==> config.mk <==
export PLATFORM = sky130hd
export DESIGN_NAME = wcr_ctrl
export DESIGN_NICKNAME = d
export VERILOG_FILES = /design/src/rtl/core/windowed_climb_rate_defines.svh /design/src/rtl/core/wcr_pkg.sv /design/src/rtl/core/wcr_ctrl.sv
export SDC_FILE = /design/constraint.sdc
export NUM_CORES = 1
export LEC_CHECK = 0
export ABC_AREA = 1
export BUFFER_PORTS_ARGS = -buffer_cell sky130_fd_sc_hd__buf_2
export CAP_MARGIN = 10
export CORE_UTILIZATION = 30
export DETAILED_ROUTE_END_ITERATION = 8
export HOLD_SLACK_MARGIN = 0.08
export PLACE_DENSITY_LB_ADDON = 0.08
export SLEW_MARGIN = 20
export SYNTH_ARGS = -nofsm -noshare
export SYNTH_HDL_FRONTEND = slang
export SYNTH_SLANG_ARGS = --single-unit
export TNS_END_PERCENT = 100
==> constraint.sdc <==
create_clock -name clk -period 1.2 [get_ports clk]
set_clock_uncertainty 0.1 [all_clocks]
set_input_delay 0.06 -clock clk [delete_from_list [all_inputs] [get_ports clk]]
set_output_delay 0.06 -clock clk [all_outputs]
set_load 0.005 [all_outputs]
==> src/rtl/core/windowed_climb_rate_defines.svh <==
`ifndef WINDOWED_CLIMB_RATE_DEFINES_SVH
`define WINDOWED_CLIMB_RATE_DEFINES_SVH

// same-cycle implication
`define WCR_ASSERT_SAME(label, clk, rst_n, ante, cons) \
	label: assert property (@(posedge clk) disable iff (!rst_n) (ante) |-> (cons)) \
		else $error("same-cycle check failed");

// next-cycle implication
`define WCR_ASSERT_NEXT(label, clk, rst_n, ante, cons) \
	label: assert property (@(posedge clk) disable iff (!rst_n) (ante) |=> (cons)) \
		else $error("next-cycle check failed");

`endif

==> src/rtl/core/wcr_pkg.sv <==
package wcr_pkg;

	localparam int MUL_STEPS = 34;
	localparam int DIV_STEPS = 75;
	localparam logic [7:0] WINDOW_RESET = 8'd10;
	localparam logic signed [33:0] RATE_SCALE = 34'sd960;

	typedef enum logic [3:0] {
		ST_IDLE,
		ST_SETUP,
		ST_PREV_RD,
		ST_PREV_WT,
		ST_WALK_RD,
		ST_WALK_CHK,
		ST_DECIDE,
		ST_LEFT_WT,
		ST_INTERP_WT,
		ST_RATE,
		ST_RATE_WT,
		ST_FIN
	} state_t;

	typedef enum logic [1:0] {
		MD_IDLE,
		MD_MUL,
		MD_DIV
	} md_state_t;

	typedef struct packed {
		logic load;
		logic clamp;
		logic rd_prev;
		logic use_prev;
		logic rd_trail;
		logic walk_step;
		logic take_t1;
		logic use_t1;
		logic rd_left;
		logic left_take;
		logic interp_start;
		logic interp_done;
		logic set_zero;
		logic rate_start;
		logic rate_done;
		logic out_load;
	} cmd_t;

	typedef struct packed {
		logic first;
		logic win_zero;
		logic walk_more;
		logic at_edge;
		logic left_equal;
		logic dt_zero;
		logic md_done;
		logic out_free;
	} sts_t;

endpackage

==> src/rtl/core/wcr_ctrl.sv <==
module wcr_ctrl (
	input  logic           clk,
	input  logic           arst_n,
	input  logic           s_tvalid,
	output logic           s_tready,
	input  wcr_pkg::sts_t  sts,
	output wcr_pkg::cmd_t  cmd
);

	wcr_pkg::state_t state_q, state_nxt;

	always_ff @(posedge clk or negedge arst_n) begin
		if (!arst_n) begin
			state_q <= wcr_pkg::ST_IDLE;
		end else begin
			state_q <= state_nxt;
		end
	end

	always_comb begin
		state_nxt = state_q;
		cmd       = '0;
		s_tready  = 1'b0;
		case (state_q)
			wcr_pkg::ST_IDLE: begin
				s_tready = 1'b1;
				if (s_tvalid) begin
					cmd.load  = 1'b1;
					state_nxt = wcr_pkg::ST_SETUP;
				end
			end
			wcr_pkg::ST_SETUP: begin
				if (sts.first) begin
					state_nxt = wcr_pkg::ST_FIN;
				end else if (sts.win_zero) begin
					state_nxt = wcr_pkg::ST_PREV_RD;
				end else begin
					cmd.clamp = 1'b1;
					state_nxt = wcr_pkg::ST_WALK_RD;
				end
			end
			wcr_pkg::ST_PREV_RD: begin
				cmd.rd_prev = 1'b1;
				state_nxt   = wcr_pkg::ST_PREV_WT;
			end
			wcr_pkg::ST_PREV_WT: begin
				cmd.use_prev = 1'b1;
				state_nxt    = wcr_pkg::ST_RATE;
			end
			wcr_pkg::ST_WALK_RD: begin
				cmd.rd_trail = 1'b1;
				state_nxt    = wcr_pkg::ST_WALK_CHK;
			end
			wcr_pkg::ST_WALK_CHK: begin
				if (sts.walk_more) begin
					cmd.walk_step = 1'b1;
					state_nxt     = wcr_pkg::ST_WALK_RD;
				end else begin
					cmd.take_t1 = 1'b1;
					state_nxt   = wcr_pkg::ST_DECIDE;
				end
			end
			wcr_pkg::ST_DECIDE: begin
				if (sts.at_edge) begin
					cmd.use_t1 = 1'b1;
					state_nxt  = wcr_pkg::ST_RATE;
				end else begin
					cmd.rd_left = 1'b1;
					state_nxt   = wcr_pkg::ST_LEFT_WT;
				end
			end
			wcr_pkg::ST_LEFT_WT: begin
				cmd.left_take = 1'b1;
				if (sts.left_equal) begin
					state_nxt = wcr_pkg::ST_RATE;
				end else begin
					cmd.interp_start = 1'b1;
					state_nxt        = wcr_pkg::ST_INTERP_WT;
				end
			end
			wcr_pkg::ST_INTERP_WT: begin
				if (sts.md_done) begin
					cmd.interp_done = 1'b1;
					state_nxt       = wcr_pkg::ST_RATE;
				end
			end
			wcr_pkg::ST_RATE: begin
				if (sts.dt_zero) begin
					cmd.set_zero = 1'b1;
					state_nxt    = wcr_pkg::ST_FIN;
				end else begin
					cmd.rate_start = 1'b1;
					state_nxt      = wcr_pkg::ST_RATE_WT;
				end
			end
			wcr_pkg::ST_RATE_WT: begin
				if (sts.md_done) begin
					cmd.rate_done = 1'b1;
					state_nxt     = wcr_pkg::ST_FIN;
				end
			end
			wcr_pkg::ST_FIN: begin
				if (sts.out_free) begin
					cmd.out_load = 1'b1;
					state_nxt    = wcr_pkg::ST_IDLE;
				end
			end
			default: state_nxt = wcr_pkg::ST_IDLE;
		endcase
	end

endmodule

==> results of run 1 <==
synth_stat cells (2+ instances only):
cell and count:
nor3_1 5, inv_2 8, nor2_1 9, buf_4 2
nand3_1 6, nand2_1 21, inv_1 14, dfrtp_1 4
nand2_2 4, nor2_2 4, nor2_4 2
final timing paths:
check	start	end	slack (ns)	cells past startpoint
worst max-delay path	state_q[2]	cmd[9]	-0.29	6
worst max register to register	state_q[0]	state_q[0]	-0.27	9
worst min register to register	state_q[1]	state_q[1]	0.67	3
worst min-delay path	sts[4]	state_q[3]	0.11	5
max in group asynchronous	arst_n	state_q[1]	0.18	3
min in group asynchronous	arst_n	state_q[0]	0.62	3
report_power, final:
| group | internal, µW | switching [µW] |
|---|---|---|
| Clock | 125 | 61.0 |
| Combinational | 1090 | 1020 |
| Sequential | 213 | 182 |
critical path, cell delays in order (launching register included):
cell and delay, ns:
dfrtp_1 0.41, inv_2 0.09, nor2_4 0.22, nand3_2 0.13
buf_6 0.13, inv_2 0.03, buf_2 0.09
area by class of cell:
| cell class | count | area [µm²] |
|---|---|---|
| fill | 142 | 479 |
| tap | 16 | 20.0 |
| inverter | 24 | 97.6 |
| multi-input combinational | 59 | 424 |
| timing repair buffer | 59 | 425 |
| clock buffer | 4 | 26.3 |
| sequential | 4 | 104 |
timing repair:
item | CTS | global route
hold buffers | 2 | 0
endpoints found under the hold margin | 4 | 0
buffers inserted | 11 | 3
setup endpoints to repair | 21 | 21
cloned | 0 | 0
pin swaps | 9 | 9
resized for setup | 27 | 12
routing by layer:
metal	share of wire, %	up-vias	track usage, %	wire, µm
met5	0	-	0	0
met2	54	25	35.5	989
met3	4.6	2	5.83	84
met1	41	339	24.2	745
li1	-	390	-	-
met4	0.76	0	3.64	14
cell families (layout without fill, tap and decap cells):
| family | count (synthesis) | count (layout) | share of synthesized area (%) |
|---|---|---|---|
| and+or+nand+nor | 54 | 54 | 53.3 |
| buffers and inverters | 26 | 87 | 21.0 |
| AOI/OAI and AO/OA | 5 | 5 | 6.67 |
| DFF | 4 | 4 | 19.0 |
metrics by stage:
stage	setup TNS [ns]	area, µm²	util, %	hold slack [ns]
final	-4.74	1100	69.6	0.115
after global routing	-6.19	1100	69.6	0.143
after CTS	-4.62	1020	65.0	0.114
after detailed placement	-1.75	805	51.0	-0.225
after global placement	-2.05	805	51.0	-0.229
after floorplan	-0.0537	548	-	-0.336
==> results_dict.tcl, run 1 <==
set metrics [dict create \
    crit_arrival_ns 1.33 \
    cts.clk_slew.worst_paths_ns 0.04 \
    ys_warn_count 0 \
    drive_gt1_share_pct 70.0 \
    pre_cts_slack_ns -0.292 \
    portBuffers 27 \
    yosys.area.top_type "dfrtp_1" \
    p_leak_uw 0.000662 \
    min_period_ns 1.49 \
    cts_buffer_depth 2 \
    cts_sinks 4 \
    synthTopCellsByArea "dfrtp_1 (19%), nand2_1 (15%), inv_1 (10%)" \
    total_power_uw 2690 \
    top_register "state_q" \
    die_x_um 43.9 \
    cts_made_buffers 3 \
    syn_to_final_growth_pct 109 \
    clockRootBuffer "clkbuf_4" \
    outcome "finished, violations left" \
    place_inst 146 \
    power_density_mw_per_mm2 2460 \
    antenna_found_initial 0 \
    vias_per_cell 4.55 \
    syn-instance-count 89 \
    drv_slew 0 \
    fin_ws_ns -0.289 \
    grt_pass1_wl_um 2890 \
    ys_seq_area_share_pct 19.0 \
    synth.distinct_cells 21 \
    num_rows 14 \
    peakVddDrop_mv 1.39 \
    first_global_vias 709 \
    critPathCaptureType "primary output" \
    vias 756 \
    core_mm2 0.00158 \
    fin_crit_sh_pct 124 \
    place.gp.congestion 0.762 \
    insertion_delay_ns 0.24 \
    overflow 0 \
    drt_wl_total_um 1840 \
    worstSetupStartpointType "register" \
    avgSynthCellArea_um2 5.90 \
    die_area_mm2 0.00192 \
    ys_ff_latch 4 \
    die_h_um 43.9 \
    stdcell_count 166 \
    hold_class "in -> reg" \
    crit_required_ns 1.04 \
    timing_hold_violations_final 0 \
    tightestPinTransition_ns 0.274 \
    rsz0062_at_grt "true" \
    maxCapViolCount 0 \
    failed_checks "setup timing" \
    syn_nets 100 \
    htreeDepth 1 \
    final_cell_mix "buf_2 (27), buf_4 (18), nand2_1 (15)" \
    grt_max_degree 8 \
    async_flop_share_pct 100 \
    ys.flop_type "dfrtp_1" \
    first_pass_iters 5 \
    finalSetupViolCount 21 \
    ios 28 \
    cts_tree "yes" \
    largest_reg_flops 4 \
    final_common_cell "buf_2" \
    crit_fanout 7 \
    synth_top_area_share_pct 19.0 \
    first_iter_violations 8 \
    antenna_cells 0 \
    max_freq_ghz 0.672 \
    reg_top3 "state_q x4" \
    synth_area_um2 526 \
    grt.total_usage_pct 20.1 \
    start_util_pct 33.3 \
    ant_nets 0 \
    wl_per_cell_um 11.1 \
    drcViolationCount 0 \
    dp_hpwl_um 1270 \
    synth_edf_count 0 \
    nNetsFinal 162 \
    worstSetupPathType "reg -> out" \
    slew_headroom_pct 81.7 \
]
(Power assumes the default switching activity.)
==> run 2: changes to the inputs <==
==> constraint.sdc (replaced) <==
create_clock -name clk -period 1.2 [get_ports clk]
set_clock_uncertainty 0.1 [all_clocks]
set_input_delay 0.06 -clock clk [delete_from_list [all_inputs] [get_ports clk]]
set_output_delay 0.06 -clock clk [all_outputs]
set_load 0.1 [all_outputs]
==> run 2 against run 1 <==
The run still ends with setup timing left. Via count increased by 8.7%. Clock power up 13%. Register-to-register slack got worse by 0.07 ns. Largest cell class unchanged.
==> results_dict.tcl, run 2 (synthesis results as in run 1) <==
set metrics [dict create \
    outcome "finished, violations left" \
    failed_checks "setup timing" \
    reg_top3 "state_q x4" \
    nNetsFinal 160 \
    placed_area_mm2 0.00119 \
    top_register "state_q" \
    cts_sinks 4 \
    grt_pass1_wl_um 3800 \
    rsz0062_at_grt "true" \
    cts_buffer_depth 2 \
    first_pass_iters 6 \
    peakVddDrop_mv 2.66 \
    clockRootBuffer "clkbuf_4" \
    hold_class "in -> reg" \
    vias_per_cell 5.01 \
    ios 28 \
    wl_per_cell_um 16.3 \
    first_iter_violations 18 \
    core_mm2 0.00158 \
    cts_tree "yes" \
    critPathCaptureType "primary output" \
    start_util_pct 33.3 \
    syn_to_final_growth_pct 177 \
    place.gp.congestion 0.863 \
    antenna_found_initial 0 \
    max_freq_ghz 0.609 \
    tightestPinTransition_ns 0.345 \
    first_global_vias 829 \
    ant_nets 0 \
    finalSetupViolCount 21 \
    worstSetupStartpointType "register" \
    final_area_mm2 0.00146 \
    final_cell_mix "buf_12 (18), buf_4 (18), nand2_1 (13)" \
    grt_max_degree 9 \
    p_leak_uw 0.000705 \
    power_density_mw_per_mm2 2840 \
    largest_reg_flops 4 \
    num_rows 14 \
    fin_hold_ws_ns 0.136 \
    die_area_mm2 0.00192 \
    antenna_cells 0 \
    crit_arrival_ns 1.48 \
    drive_gt1_share_pct 76.4 \
    total_power_uw 4140 \
    drcViolationCount 0 \
    drt_wl_total_um 2680 \
    crit_fanout 7 \
    dp_hpwl_um 1490 \
    drv_slew 0 \
    timing_hold_violations_final 0 \
    grt.total_usage_pct 27.5 \
    die_x_um 43.9 \
    htreeDepth 1 \
    maxCapViolCount 0 \
    fin_crit_sh_pct 137 \
    overflow 0 \
    cts_made_buffers 3 \
    worstSetupPathType "reg -> out" \
    crit_required_ns 1.04 \
    fillCellCount 54 \
    die_h_um 43.9 \
    vias 822 \
    fin_ws_ns -0.442 \
    slew_headroom_pct 76.7 \
    insertion_delay_ns 0.26 \
    cts.clk_slew.worst_paths_ns 0.06 \
    min_period_ns 1.64 \
    portBuffers 27 \
]
-- run 2: cell types whose count changed in the layout (fill, tap and decap cells not counted), moves of 4 or more --
cell        change
nor2_4          +4
buf_12         +18
nor3_4          +5
nor3_2          -5
buf_2          -17
clkinvlp_4      +4
inv_2           -5
nor2_1          -4
-- run 2: layout make-up --
cell class | instances | area [µm²] | share of cell area (%)
timing repair buffer | 57 | 667 | 45.8
multi-input combinational | 59 | 508 | 34.9
inverter | 24 | 131 | 9.02
sequential | 4 | 104 | 7.13
clock buffer | 4 | 26.3 | 1.80
tap | 16 | 20.0 | 1.37
-- run 2: path summary, 6_finish.rpt --
| path | start | to | slack, ns | cells past startpoint |
|---|---|---|---|---|
| setup / recovery | state_q[1] | cmd[8] | -0.44 | 5 |
| hold / removal | sts[0] | state_q[0] | 0.14 | 5 |
| setup reg to reg | state_q[1] | state_q[0] | -0.34 | 11 |
| hold reg to reg | state_q[3] | state_q[3] | 0.67 | 3 |
| max in group asynchronous | arst_n | state_q[1] | 0.19 | 3 |
| min in group asynchronous | arst_n | state_q[3] | 0.60 | 3 |
-- run 2: metrics by stage --
step | setup slack [ns] | util [%] | instances | setup TNS [ns]
after CTS | -0.393 | 87.5 | 160 | -6.67
after floorplan | -0.631 | - | 89 | -5.48
after global routing | -0.485 | 92.4 | 164 | -8.51
after global placement | -0.289 | 75.3 | 145 | -3.28
after detailed placement | -0.316 | 75.3 | 145 | -3.76
final | -0.442 | 92.4 | 164 | -7.65
-- run 2: repair_timing --
item,CTS,global route
endpoints found under the hold margin,4,0
endpoints found under the setup margin,21,21
setup buffers,11,4
hold buffers,2,0
pin swaps,17,12
resized for setup,18,13
-- run 2: layer usage --
layer | vias to the layer above | share of wire, % | track usage [%]
met1 | 393 | 40 | 30.1
li1 | 383 | - | -
met3 | 8 | 4.0 | 6.67
met5 | - | 0 | 0
met4 | 0 | 3.5 | 12.7
met2 | 38 | 52 | 49.6
-- run 2: report_power, final --
group | leakage [µW] | switching [µW] | internal, µW | total, µW
clock network | 0.0000150 | 84.2 | 127 | 211
registers | 0.0000469 | 187 | 213 | 400
logic | 0.000643 | 2070 | 1460 | 3530
-- run 2: critical path: stages, from the launching register on --
cell     delay (ns)
dfrtp_2        0.51
inv_4          0.08
nor2_4         0.16
nand2_1        0.16
nor2_4         0.14
buf_12         0.18
